`config.mk`:
```
export PLATFORM = sky130hd
export DESIGN_NAME = status_led_blink_sequencer_unit
export DESIGN_NICKNAME = d
export VERILOG_FILES = /design/src/sv/slbs_pkg.sv /design/src/sv/slbs_csr.sv /design/src/sv/slbs_core.sv /design/src/sv/status_led_blink_sequencer_unit.sv
export SDC_FILE = /design/constraint.sdc
export NUM_CORES = 1
export LEC_CHECK = 0
export BUFFER_PORTS_ARGS = -buffer_cell sky130_fd_sc_hd__clkbuf_2
export CELL_PAD_IN_SITES_DETAIL_PLACEMENT = 1
export CELL_PAD_IN_SITES_GLOBAL_PLACEMENT = 1
export CORE_MARGIN = 5
export CORE_UTILIZATION = 48
export CTS_CLUSTER_DIAMETER = 120
export DETAILED_ROUTE_END_ITERATION = 8
export PLACE_DENSITY_LB_ADDON = 0.2
export REMOVE_ABC_BUFFERS = 1
export SYNTH_ARGS = -nofsm -noshare
export SYNTH_HDL_FRONTEND = slang
export SYNTH_SLANG_ARGS = --single-unit
```
`constraint.sdc`:
```
create_clock -name clock -period 18.97 [get_ports clock]
set_input_delay 1.897 -clock clock [delete_from_list [all_inputs] [get_ports clock]]
set_output_delay 1.897 -clock clock [all_outputs]
set_load 0.03 [all_outputs]
```
`src/sv/slbs_pkg.sv`:
```
`default_nettype none

package slbs_pkg;

   // Register map: word index of each configuration register.
   localparam logic [2:0] REG_REPEAT_COUNT  = 3'd0;
   localparam logic [2:0] REG_ON_TIME_OK    = 3'd1;
   localparam logic [2:0] REG_ON_TIME_ERROR = 3'd2;
   localparam logic [2:0] REG_PERIOD_NEXT   = 3'd3;
   localparam logic [2:0] REG_COMM_WINDOW   = 3'd4;

   localparam int ADDR_BITS = 5;

   // Reset values of the configuration registers.
   localparam logic [7:0]  RESET_REPEAT_COUNT  = 8'd0;
   localparam logic [15:0] RESET_ON_TIME_OK    = 16'd1000;
   localparam logic [15:0] RESET_ON_TIME_ERROR = 16'd50;
   localparam logic [15:0] RESET_PERIOD_NEXT   = 16'd1000;
   localparam logic [15:0] RESET_COMM_WINDOW   = 16'd1000;

   typedef struct packed {
      logic [7:0]  repeat_count;
      logic [15:0] on_time_ok;
      logic [15:0] on_time_error;
      logic [15:0] period_next;
      logic [15:0] comm_window;
   } cfg_type;

endpackage

`default_nettype wire

```
`src/sv/slbs_csr.sv`:
```
`default_nettype none

module slbs_csr (
   input  wire logic                            clock,
   input  wire logic                            reset,
   input  wire logic                            csr_psel,
   input  wire logic                            csr_penable,
   input  wire logic                            csr_pwrite,
   input  wire logic [slbs_pkg::ADDR_BITS-1:0]  csr_paddr,
   input  wire logic [31:0]                     csr_pwdata,
   output logic      [31:0]                     csr_prdata,
   output logic                                 csr_pready,
   output slbs_pkg::cfg_type                    cfg
);

   slbs_pkg::cfg_type cfg_ff;
   logic              wr_en;
   logic [2:0]        reg_index;

   assign csr_pready = 1'b1;
   assign wr_en      = csr_psel & csr_penable & csr_pwrite;
   assign reg_index  = csr_paddr[4:2];
   assign cfg        = cfg_ff;

   always_ff @(posedge clock) begin
      if (reset) begin
         cfg_ff.repeat_count  <= slbs_pkg::RESET_REPEAT_COUNT;
         cfg_ff.on_time_ok    <= slbs_pkg::RESET_ON_TIME_OK;
         cfg_ff.on_time_error <= slbs_pkg::RESET_ON_TIME_ERROR;
         cfg_ff.period_next   <= slbs_pkg::RESET_PERIOD_NEXT;
         cfg_ff.comm_window   <= slbs_pkg::RESET_COMM_WINDOW;
      end else if (wr_en) begin
         unique case (reg_index)
            slbs_pkg::REG_REPEAT_COUNT:  cfg_ff.repeat_count  <= csr_pwdata[7:0];
            slbs_pkg::REG_ON_TIME_OK:    cfg_ff.on_time_ok    <= csr_pwdata[15:0];
            slbs_pkg::REG_ON_TIME_ERROR: cfg_ff.on_time_error <= csr_pwdata[15:0];
            slbs_pkg::REG_PERIOD_NEXT:   cfg_ff.period_next   <= csr_pwdata[15:0];
            slbs_pkg::REG_COMM_WINDOW:   cfg_ff.comm_window   <= csr_pwdata[15:0];
            default: begin
            end
         endcase
      end
   end

   always_comb begin
      unique case (reg_index)
         slbs_pkg::REG_REPEAT_COUNT:  csr_prdata = {24'd0, cfg_ff.repeat_count};
         slbs_pkg::REG_ON_TIME_OK:    csr_prdata = {16'd0, cfg_ff.on_time_ok};
         slbs_pkg::REG_ON_TIME_ERROR: csr_prdata = {16'd0, cfg_ff.on_time_error};
         slbs_pkg::REG_PERIOD_NEXT:   csr_prdata = {16'd0, cfg_ff.period_next};
         slbs_pkg::REG_COMM_WINDOW:   csr_prdata = {16'd0, cfg_ff.comm_window};
         default:                     csr_prdata = 32'd0;
      endcase
   end

endmodule

`default_nettype wire

```
`src/sv/slbs_core.sv`:
```
`default_nettype none

module slbs_core #(
   parameter int TIMER_BITS = 16,
   parameter int COUNT_BITS = 8
) (
   input  wire logic              clock,
   input  wire logic              reset,
   input  wire slbs_pkg::cfg_type cfg,
   input  wire logic              in_valid,
   output logic                   in_ready,
   input  wire logic [15:0]       in_rx_count,
   output logic                   out_valid,
   input  wire logic              out_ready,
   output logic                   out_led,
   output logic                   out_link_alive
);

   localparam int TCMP_BITS = (TIMER_BITS > 16) ? TIMER_BITS : 16;
   localparam int CCMP_BITS = (COUNT_BITS > 8) ? COUNT_BITS : 8;

   typedef enum logic [2:0] {
      PH_START = 3'd0,
      PH_LIGHT = 3'd1,
      PH_ON    = 3'd2,
      PH_OFF   = 3'd3,
      PH_PAUSE = 3'd4
   } phase_type;

   phase_type               phase_ff, phase_in, phase_cur;
   logic [COUNT_BITS-1:0]   blink_ff, blink_in, blink_inc;
   logic [TIMER_BITS-1:0]   ptimer_ff, ptimer_in, ptimer_inc;
   logic [TIMER_BITS-1:0]   wtimer_ff, wtimer_in, wtimer_inc;
   logic                    alive_ff, alive_in;
   logic [15:0]             prev_rx_ff, prev_rx_in;
   logic [15:0]             latched_ff, latched_in;
   logic                    led_ff, led_in;
   logic                    out_valid_ff;
   logic                    accept;
   logic                    window_hit;
   logic                    restart;
   logic                    phase_done;
   logic [15:0]             on_time;
   logic [15:0]             pause;
   logic [15:0]             phase_len;
   logic [TCMP_BITS-1:0]    ptimer_cmp;

   assign in_ready       = !out_valid_ff || out_ready;
   assign accept         = in_valid && in_ready;
   assign out_valid      = out_valid_ff;
   assign out_led        = led_ff;
   assign out_link_alive = alive_ff;

   always_comb begin
      ptimer_inc = (ptimer_ff == '1) ? ptimer_ff : ptimer_ff + 1'b1;
      wtimer_inc = (wtimer_ff == '1) ? wtimer_ff : wtimer_ff + 1'b1;
      blink_inc  = (blink_ff == '1) ? blink_ff : blink_ff + 1'b1;

      // Link activity check at the end of each window.
      window_hit = TCMP_BITS'(wtimer_inc) > TCMP_BITS'(cfg.comm_window);
      if (window_hit) begin
         wtimer_in  = '0;
         alive_in   = prev_rx_ff != in_rx_count;
         prev_rx_in = in_rx_count;
      end else begin
         wtimer_in  = wtimer_inc;
         alive_in   = alive_ff;
         prev_rx_in = prev_rx_ff;
      end

      on_time = alive_in ? cfg.on_time_ok : cfg.on_time_error;
      pause   = (cfg.period_next > on_time) ? cfg.period_next - on_time : 16'd0;

      // A new blink time restarts the pattern, but never mid-blink.
      restart    = (latched_ff != on_time) && (phase_ff >= PH_OFF);
      latched_in = restart ? on_time : latched_ff;
      phase_cur  = restart ? PH_START : phase_ff;

      phase_len  = (phase_cur == PH_PAUSE) ? pause : on_time;
      ptimer_cmp = TCMP_BITS'(ptimer_inc);
      phase_done = ptimer_cmp > TCMP_BITS'(phase_len);

      phase_in  = phase_cur;
      blink_in  = blink_ff;
      ptimer_in = ptimer_inc;
      led_in    = led_ff;

      unique case (phase_cur)
         PH_START: begin
            blink_in = '0;
            phase_in = PH_LIGHT;
         end
         PH_LIGHT: begin
            led_in    = 1'b1;
            ptimer_in = '0;
            phase_in  = PH_ON;
         end
         PH_ON: begin
            if (phase_done) begin
               led_in    = 1'b0;
               ptimer_in = '0;
               phase_in  = PH_OFF;
            end
         end
         PH_OFF: begin
            if (phase_done) begin
               ptimer_in = '0;
               if (cfg.repeat_count == 8'd0) begin
                  phase_in = PH_LIGHT;
               end else if (CCMP_BITS'(blink_inc) >= CCMP_BITS'(cfg.repeat_count)) begin
                  blink_in = '0;
                  phase_in = PH_PAUSE;
               end else begin
                  blink_in = blink_inc;
                  phase_in = PH_LIGHT;
               end
            end
         end
         PH_PAUSE: begin
            if (phase_done) begin
               ptimer_in = '0;
               phase_in  = PH_LIGHT;
            end
         end
         default: begin
            phase_in = PH_START;
         end
      endcase
   end

   always_ff @(posedge clock) begin
      if (reset) begin
         phase_ff     <= PH_START;
         blink_ff     <= '0;
         ptimer_ff    <= '0;
         wtimer_ff    <= '0;
         alive_ff     <= 1'b0;
         prev_rx_ff   <= '0;
         latched_ff   <= '0;
         led_ff       <= 1'b0;
         out_valid_ff <= 1'b0;
      end else begin
         if (accept) begin
            phase_ff   <= phase_in;
            blink_ff   <= blink_in;
            ptimer_ff  <= ptimer_in;
            wtimer_ff  <= wtimer_in;
            alive_ff   <= alive_in;
            prev_rx_ff <= prev_rx_in;
            latched_ff <= latched_in;
            led_ff     <= led_in;
         end
         if (accept) begin
            out_valid_ff <= 1'b1;
         end else if (out_ready) begin
            out_valid_ff <= 1'b0;
         end
      end
   end

   // The LED is lit throughout the on phase.
   a_led_on: assert property (@(posedge clock) disable iff (reset)
      (phase_ff == PH_ON) |-> led_ff)
      else $error("LED dark during on phase");

   // The LED is dark throughout the off and pause phases.
   a_led_off: assert property (@(posedge clock) disable iff (reset)
      (phase_ff == PH_OFF || phase_ff == PH_PAUSE) |-> !led_ff)
      else $error("LED lit during off or pause phase");

   // Lighting always leads to the on phase with a fresh timer.
   a_light_to_on: assert property (@(posedge clock) disable iff (reset)
      (accept && phase_ff == PH_LIGHT) |=> (phase_ff == PH_ON && ptimer_ff == '0))
      else $error("light phase did not enter on phase with cleared timer");

   // No result is pending straight after reset.
   a_reset_empty: assert property (@(posedge clock)
      reset |=> !out_valid_ff)
      else $error("result pending after reset");

endmodule

`default_nettype wire

```
`src/sv/status_led_blink_sequencer_unit.sv`:
```
// Status LED blink sequencer: one tick item in, one LED/link result item out.
// The result of an item is presented in the cycle after it is accepted.
// Throughput: one item per cycle while rsp_tready stays high; the single state update stage is the only loop.
// Reset (synchronous, active high) restores the default registers, the start phase,
// cleared timers and counters, a dark LED, a silent link and an empty result slot.
`default_nettype none

module status_led_blink_sequencer_unit #(
   parameter int TIMER_BITS = 16,
   parameter int COUNT_BITS = 8
) (
   input  wire logic                           clock,
   input  wire logic                           reset,

   // Tick items carrying the received-frame count.
   input  wire logic                           req_tvalid,
   output logic                                req_tready,
   input  wire logic [15:0]                    req_tdata,   // [15:0] rx_count

   // Result items.
   output logic                                rsp_tvalid,
   input  wire logic                           rsp_tready,
   output logic      [7:0]                     rsp_tdata,   // [0] led, [1] link_alive, rest zero

   // Register access port.
   input  wire logic                           csr_psel,
   input  wire logic                           csr_penable,
   input  wire logic                           csr_pwrite,
   input  wire logic [slbs_pkg::ADDR_BITS-1:0] csr_paddr,
   input  wire logic [31:0]                    csr_pwdata,
   output logic      [31:0]                    csr_prdata,
   output logic                                csr_pready
);

   // Configuration registers; the user must write them only while the sequencer is idle, the block does not enforce it.
   slbs_pkg::cfg_type cfg;
   logic              led;
   logic              link_alive;

   slbs_csr u_csr (
      .clock       (clock),
      .reset       (reset),
      .csr_psel    (csr_psel),
      .csr_penable (csr_penable),
      .csr_pwrite  (csr_pwrite),
      .csr_paddr   (csr_paddr),
      .csr_pwdata  (csr_pwdata),
      .csr_prdata  (csr_prdata),
      .csr_pready  (csr_pready),
      .cfg         (cfg)
   );

   // The core updates the timers, the link check and the blink phase once per
   // accepted item. Its state registers double as the result register, and a
   // new item is taken whenever the result slot is empty or being emptied.
   slbs_core #(
      .TIMER_BITS (TIMER_BITS),
      .COUNT_BITS (COUNT_BITS)
   ) u_core (
      .clock          (clock),
      .reset          (reset),
      .cfg            (cfg),
      .in_valid       (req_tvalid),
      .in_ready       (req_tready),
      .in_rx_count    (req_tdata),
      .out_valid      (rsp_tvalid),
      .out_ready      (rsp_tready),
      .out_led        (led),
      .out_link_alive (link_alive)
   );

   // Pack the result fields from the lowest bit upwards.
   assign rsp_tdata = {6'd0, link_alive, led};

endmodule

`default_nettype wire
```
Word level (Yosys, flattened, before mapping)
Index checks and enable logic that the tools add are counted.
- add/sub/neg operators: 4
- order comparisons: 5
- eq/ne operators: 16
- mux-type cells: 26
- bitwise gates (word level): 2
- reductions and logical operators: 20
- operators by type and width (kind ; number):
    two-way mux 16 bit ; 7
    case mux 16 bit (5 select lines) ; 1
    greater-than comparator 16 bit ; 3
    adder 16 x 1 -> 16 bit, second input constant ; 2
    equality test 16 bit, second input constant ; 2
    two-way mux 8 bit ; 4
    inequality test 16 bit ; 2
    case mux 16 bit (2 select lines) ; 1
    two-way mux 3 bit ; 6
    case mux 8 bit (2 select lines) ; 1
    subtractor 16 bit ; 1
    case mux 3 bit (5 select lines) ; 1
    AND reduction 2 bit ; 7
    equality test 3 x 2 -> 1 bit, second input constant ; 4
    adder 8 x 1 -> 8 bit, second input constant ; 1
    equality test 8 bit, second input constant ; 1
    greater-or-equal comparator 8 bit ; 1
    logical NOT 8 bit ; 1
    equality test 3 x 1 -> 1 bit, second input constant ; 2
    equality test 3 bit, second input constant ; 2
    logical NOT 3 bit ; 2
    nonzero test 2 bit ; 3
    two-way mux 1 bit ; 4
    inequality test 2 x 1 -> 1 bit, second input constant ; 2
    10 further kinds ; 12
- register bits after elaboration: 150
- input bits: 60

Longest topological paths before layout
- depth in word-level cells: 13
- depth in mapped cells: 46
- depth with buffers taken out: 40

Modules after synthesis
Synthesis repeated with hierarchy kept, for this count alone.
- cells, all modules: 1214
- area, all modules: 10303.6 um^2
- modules (own cells, without submodules) (module ; instances ; cells an instance ; area each (um^2) ; sequential area each (um^2)):
    slbs_core ; 1 ; 831 ; 6662.6 ; 1561.5
    slbs_csr ; 1 ; 374 ; 3577.2 ; 1441.4
    status_led_blink_sequencer_unit ; 1 ; 9 ; 63.8 ; 0.0

Worst setup path before layout
No wires, ideal clock.
- kind: reg2reg
- from: register u_core.wtimer_ff[3]
- to: register u_core.ptimer_ff[13]
- library setup time: 0.070 ns
- arrival time: 8.661 ns
- data required time: 18.900 ns
- path slack: 10.238 ns
- stages on the path, launching flop included: 46
- path buffers: 6
- period minus slack after synthesis: 8.732 ns
- path through: dfxtp_1 > and3_1 > and4_1 > nand4_1 > nor2_1 > and2_1 > nand4_1 > nand4_1 > clkbuf_1 > nor2_1 > xor2_1 > ha_1 > nand2_1 > or4_1 > a21o_1 > nor4bb_1 > o31ai_1 > buf_4 > [... 10 more ...] > a21oi_1 > o31ai_1 > o311a_2 > buf_6 > a21oi_2 > ha_1 > a21o_1 > a21o_1 > a21oi_1 > o21ai_0 > o221ai_1 > a21o_1 > o21ai_1 > a211o_1 > buf_2 > buf_1 > nand3b_1 > a21oi_1
- cells in the longest elaborated chain, start to end: 13
- elaborated cells between the ends (all ways): 21
- classes of those cells: add/sub: 2; order compare: 3; eq/ne: 6; mux: 8; reduce/logical: 2
- ends and longest elaborated chain (item ; RTL line ; source):
    start, declared ; slbs_core.sv:33 ; logic [TIMER_BITS-1:0] wtimer_ff, wtimer_in, wtimer_inc;
    start signal, assigned ; slbs_core.sv:147 ; wtimer_ff <= wtimer_in;
    adder 16 x 1 -> 16 bit / equality test 16 bit (equally long branches) ; slbs_core.sv:56 ; wtimer_inc = (wtimer_ff == '1) ? wtimer_ff : wtimer_ff + 1'b1;
    two-way mux 16 bit (*) ; slbs_core.sv:56 ;
    greater-than comparator 16 bit (*) ; slbs_core.sv:60 ; window_hit = TCMP_BITS'(wtimer_inc) > TCMP_BITS'(cfg.comm_window);
    two-way mux 1 bit (*) ; slbs_core.sv:61 ; if (window_hit) begin
    two-way mux 16 bit (*) ; slbs_core.sv:71 ; on_time = alive_in ? cfg.on_time_ok : cfg.on_time_error;
    parallel branches: the longest is 7 deep, another holds subtractor 16 bit ; n/a ;
    case mux 16 bit (2 select lines) (*) ; slbs_core.sv:88 ; unique case (phase_cur)
    end signal, assigned ; slbs_core.sv:146 ; ptimer_ff <= ptimer_in;
    end, declared ; slbs_core.sv:32 ; logic [TIMER_BITS-1:0] ptimer_ff, ptimer_in, ptimer_inc;
Mark *: on every way between the ends.
A chain may end at the register's enable or synchronous reset.

Worst setup path in the final report
- from: register u_core.wtimer_ff[3]
- to: register u_core.blink_ff[5]
- cells in the longest elaborated chain, start to end: 13
- elaborated cells between the ends (all ways): 22
- classes of those cells: add/sub: 2; order compare: 3; eq/ne: 6; mux: 7; reduce/logical: 4
- ends and longest elaborated chain (item ; RTL line ; source):
    adder 16 x 1 -> 16 bit / equality test 16 bit (equally long branches) ; slbs_core.sv:56 ;
    two-way mux 16 bit (*) ; slbs_core.sv:56 ;
    greater-than comparator 16 bit (*) ; slbs_core.sv:60 ;
    two-way mux 1 bit (*) ; slbs_core.sv:61 ;
    two-way mux 16 bit (*) ; slbs_core.sv:71 ;
    parallel branches: the longest is 8 deep, another holds subtractor 16 bit ; n/a ;
    end signal, assigned ; slbs_core.sv:145 ; blink_ff <= blink_in;
    end, declared ; slbs_core.sv:31 ; logic [COUNT_BITS-1:0] blink_ff, blink_in, blink_inc;
Marked as above.

==> flow_metrics.py <==
metrics = {
    "place": {
        "pre_cts_ws_ns": 8.67,
        "dp_cells": 1551,
        "place_hpwl_um": 22100,
        "last_weighted_congestion_value_of_the_routability_driven_placer": 0.836,
        "place.port_buffers": 61,
    },
    "floorplanning": {
        "core_region_area_sq_um": 20200,
        "initial_utilization_pct": 48.7,
        "die_h_um": 153,
        "dieArea_sq_um": 23400,
        "dieWidth_um": 153,
        "floorplan.rows": 52,
        "io_pins": 103,
    },
    "logic_synthesis": {
        "synthesized_area_fraction_occupied_by_ao_oa_aoi_and_oai_cells_pct": 19.7,
        "synth-simple-area-share_pct": 23.5,
        "yosysSeqAreaShare_pct": 30.6,
        "synth.lib_cells_used.distinct": 67,
        "number_of_synthesized_flops_with_an_enable_pin": 0,
        "synthMuxAreaShare_pct": 5.13,
        "main_combinational_cell_family_by_area_after_synthesis": "simple AND/OR/NAND/NOR gates",
        "total_of_flip_flops_plus_latches_after_synthesis": 150,
        "synthCells": 1277,
        "synth-main-ff-cell": "sky130_fd_sc_hd__dfxtp_1",
        "post_synth_instance_area_sq_um": 9820,
        "yosys_warnings": 0,
        "async_reset_ff_share_pct": 0,
        "synth_fa_ha_area_share_pct": 7.61,
        "synth_area_per_cell_sq_um": 7.69,
        "synth_xor_xnor_area_share_pct": 7.49,
    },
    "worst_setup_path": {
        "cp_slowest_cell": "sky130_fd_sc_hd__o21ai_1",
        "crit-reg2reg-launch": "u_core.wtimer_ff[3]",
        "critical_path.max_fanout": 17,
        "timing_worst_setup_path_type": "reg -> reg",
        "critical-path-max-stage-delay_ns": 0.72,
        "worst_setup_path_start_kind": "flip-flop",
        "rrSetupSlack_ns": 8.63,
        "worst-endpoint-required_ns": 19.27,
        "critical-path-top-cell-by-count": "sky130_fd_sc_hd__a21o_1",
        "r2r_end": "u_core.blink_ff[5]",
        "arrival_ns": 10.64,
        "reg2reg_depth": 39,
        "cp-end-kind": "flip-flop",
    },
    "detailed_routing": {
        "vias": 9283,
        "vias_per_cell": 5.86,
        "post_drt_wl_per_cell_um": 19.3,
        "detail_route.iter0.violations": 532,
        "first_pass_iters": 4,
        "drc": 0,
        "totalWireLength_um": 30500,
        "drtAntennaViolNets": 0,
    },
    "power": {
        "sw_frac_of_total_pct": 29.9,
        "power.static_leakage_nw": 4.34,
        "worst_ir_drop_vdd_uv": 56.8,
        "power-per-cell-area_nw_per_um2": 68.1,
        "power.switching_uw": 221,
        "comb_power_share_pct": 9.3,
        "intPower_uw": 517,
        "clockPowerShare_pct": 47.2,
        "share_seq_of_total_power_pct": 43.5,
    },
    "global_routing": {
        "global_route_wire_length_before_repair_um": 49500,
        "grt_util_all_layers_pct": 25.7,
        "first_global_vias": 9517,
        "antenna_violations_before_repair": 0,
        "globalRouteOverflowTotal": 0,
        "grt_max_degree": 82,
    },
    "hold_path": {
        "hold_class": "reg -> reg",
        "min_delay_worst_endpoint": "u_core.prev_rx_ff[14]",
        "hold_path.startpoint": "u_core.prev_rx_ff[14]",
        "timing.hold.worst_path_depth": 2,
    },
    "sta": {
        "final_max_slew_violation_count": 0,
        "remaining_max_slew_budget_at_the_tightest_pin_pct": 24.3,
        "final.setup.tns_ns": 0,
        "fin_crit_sh_pct": 54.5,
        "max_freq_ghz": 0.0967,
        "grt_setup_unrepaired": "false",
        "fin_worst_skew_ns": 0.0205,
        "final_ws_setup_ns": 8.63,
        "setup-violations-final": 0,
        "finalHoldViolations": 0,
        "final_period_minus_worst_setup_slack_ns": 10.34,
        "timing_worst_slew_pin_value_ns": 1.12,
    },
    "clock_network": {
        "cts_max_level": 4,
        "largest_buffer_count_on_any_clock_path": 2,
        "numClockSinks": 150,
        "post-cts-setup-buffers": 0,
        "cts_tree": "yes",
        "number_of_clock_buffers_inserted_by_tritoncts": 17,
        "cts_repair_resize_count": 0,
        "root_buffer": "sky130_fd_sc_hd__clkbuf_16",
        "cts_hold_repair.buffers": 0,
        "clock_insertion_delay_worst_skew_ns": 0.45,
        "clk_transition_reported_paths_ns": 0.08,
    },
    "layout": {
        "fin_nets": 1418,
        "antenna_cells": 0,
        "fillCellCount": 2546,
        "layout-drive-gt1-share_pct": 11.0,
        "finish.cell_count_without_fillers": 1583,
        "synthToLayoutAreaGrowth_pct": 10.2,
    },
    "run_status": {
        "outcome": "complete, no violations",
    },
    "run": {
        "cap_viol_max_count": 0,
    },
}
==> layout by cell type, fill, tap and decap left out, types with 4 or more instances in the layout <==
cell type                   Yosys  layout
sky130_fd_sc_hd__ha_1          58      58
sky130_fd_sc_hd__a22oi_1       41      41
sky130_fd_sc_hd__clkbuf_16      0      17
sky130_fd_sc_hd__or4_1          8       8
sky130_fd_sc_hd__o21ai_1       12      12
sky130_fd_sc_hd__xor2_1        31      31
sky130_fd_sc_hd__xnor2_1       53      53
sky130_fd_sc_hd__conb_1         2      23
sky130_fd_sc_hd__nand3b_1      23      23
sky130_fd_sc_hd__a31oi_1        4       4
sky130_fd_sc_hd__nand2b_1       4       4
sky130_fd_sc_hd__nor2_1       143     143
sky130_fd_sc_hd__and3_1        13      13
sky130_fd_sc_hd__or3_1          9       9
sky130_fd_sc_hd__nor4_1        10       9
sky130_fd_sc_hd__clkinv_8       0       4
sky130_fd_sc_hd__a21oi_2        9       9
sky130_fd_sc_hd__mux2i_1       33      33
sky130_fd_sc_hd__nor2b_1       15      15
sky130_fd_sc_hd__o22ai_1       16      16
sky130_fd_sc_hd__nand3_1       39      39
sky130_fd_sc_hd__a21o_1        23      23
sky130_fd_sc_hd__a21oi_1      135     135
sky130_fd_sc_hd__o21ai_0       22      22
sky130_fd_sc_hd__inv_8          0       4
sky130_fd_sc_hd__buf_4         26      15
sky130_fd_sc_hd__mux2_2        13      13
sky130_fd_sc_hd__clkbuf_2       0      60
sky130_fd_sc_hd__and2_1         8       8
sky130_fd_sc_hd__inv_1         34      34
sky130_fd_sc_hd__a211o_1        8       8
sky130_fd_sc_hd__nand4_1       25      25
sky130_fd_sc_hd__nand2_1      182     182
sky130_fd_sc_hd__dfxtp_1      150     150
sky130_fd_sc_hd__o21a_1         7       7
sky130_fd_sc_hd__nor3_1        10      10
==> registers in the layout, indices dropped and copies added (netlist names) <==
register               flops
u_core.prev_rx_ff         16
u_core.ptimer_ff          16
u_core.phase_ff            3
u_core.out_link_alive      1
u_core.out_valid           1
u_core.blink_ff            8
u_csr.cfg                 72
u_core.latched_ff         16
u_core.out_led             1
u_core.wtimer_ff          16
==> critical path: cells and delay by family (launching register included) <==
kind,cells,cell delay (ns)
AOI/OAI and AO/OA,19,4.15
xor gates and xnor gates,2,0.32
adders and majority gates,3,1.01
buffers and inverters,1,0.36
DFF,1,0.45
muxes,1,0.57
and+or+nand+nor,13,3.32
==> cells in the mapped netlist, types with 7 or more instances <==
cell type	count	area (sq um)
sky130_fd_sc_hd__a211o_1	8	70.1
sky130_fd_sc_hd__a21o_1	23	173
sky130_fd_sc_hd__a21oi_1	135	676
sky130_fd_sc_hd__a21oi_2	9	78.8
sky130_fd_sc_hd__a22oi_1	41	308
sky130_fd_sc_hd__and2_1	8	50.1
sky130_fd_sc_hd__and3_1	13	81.3
sky130_fd_sc_hd__buf_1	8	30.0
sky130_fd_sc_hd__buf_4	26	195
sky130_fd_sc_hd__clkbuf_1	54	203
sky130_fd_sc_hd__dfxtp_1	150	3000
sky130_fd_sc_hd__ha_1	58	726
sky130_fd_sc_hd__inv_1	34	128
sky130_fd_sc_hd__mux2_2	13	146
sky130_fd_sc_hd__mux2i_1	33	330
sky130_fd_sc_hd__nand2_1	182	683
sky130_fd_sc_hd__nand3_1	39	195
sky130_fd_sc_hd__nand3b_1	23	173
sky130_fd_sc_hd__nand4_1	25	156
sky130_fd_sc_hd__nor2_1	143	537
sky130_fd_sc_hd__nor2b_1	15	93.8
sky130_fd_sc_hd__nor3_1	10	50.1
sky130_fd_sc_hd__nor4_1	10	62.6
sky130_fd_sc_hd__o21a_1	7	52.6
sky130_fd_sc_hd__o21ai_0	22	110
sky130_fd_sc_hd__o21ai_1	12	60.1
sky130_fd_sc_hd__o22ai_1	16	100
sky130_fd_sc_hd__or3_1	9	56.3
sky130_fd_sc_hd__or4_1	8	60.1
sky130_fd_sc_hd__xnor2_1	53	464
sky130_fd_sc_hd__xor2_1	31	272
==> cells by family after synthesis <==
family | count (synthesis)
DFF | 150
AOI/OAI and AO/OA | 307
muxes | 48
and+or+nand+nor | 500
buffers and inverters | 126
adders and majority gates | 60
xor gates and xnor gates | 84
other | 2
==> power groups by stage <==
stage,Combinational (mW),Clock (mW),Sequential [mW]
floorplan,0.0390,0,0.328
global placement,0.0666,0,0.328
detailed placement,0.0678,0,0.328
CTS,0.0684,0.351,0.321
global route,0.0746,0.369,0.321
finish,0.0686,0.348,0.321
==> per-stage QoR <==
stage | hold WS [ns] | total power [mW] | cell area (sq um) | utilization [%]
floorplan | 0.440 | 0.366 | 9450 | -
finish | 0.469 | 0.737 | 10800 | 53.7
global route | 0.483 | 0.765 | 10800 | 53.7
detailed placement | 0.462 | 0.396 | 10200 | 50.7
global placement | 0.453 | 0.395 | 10200 | 50.7
CTS | 0.472 | 0.740 | 10800 | 53.7
==> metal layers <==
layer	part of all wire (%)	GRT usage, %
met1	45	33.3
met4	2.8	9.08
met2	48	43.7
met5	0	0
met3	4.1	3.87
==> area by class of cell <==
class	instances	area, sq um	area share, %
clock buffer	17	425	3.93
inverter	34	128	1.18
multi-input combinational	1022	6340	58.6
tap	270	338	3.12
timing repair buffer	75	413	3.81
sequential	150	3000	27.7
clock inverter	15	178	1.64
==> worst max-delay path by stage <==
stage | startpoint | to | slack, ns | cells past startpoint
finish | u_core.wtimer_ff[3] | u_core.blink_ff[5] | 8.63 | 39
global route | u_core.wtimer_ff[3] | u_core.blink_ff[3] | 7.83 | 41
CTS | u_core.wtimer_ff[3] | u_core.blink_ff[4] | 8.63 | 41
detailed placement | u_core.wtimer_ff[3] | u_core.blink_ff[4] | 8.67 | 41
global placement | u_core.wtimer_ff[3] | u_core.blink_ff[6] | 8.93 | 41
floorplan | u_core.wtimer_ff[3] | u_core.ptimer_ff[11] | 8.94 | 40
(Power assumes the default switching activity.)
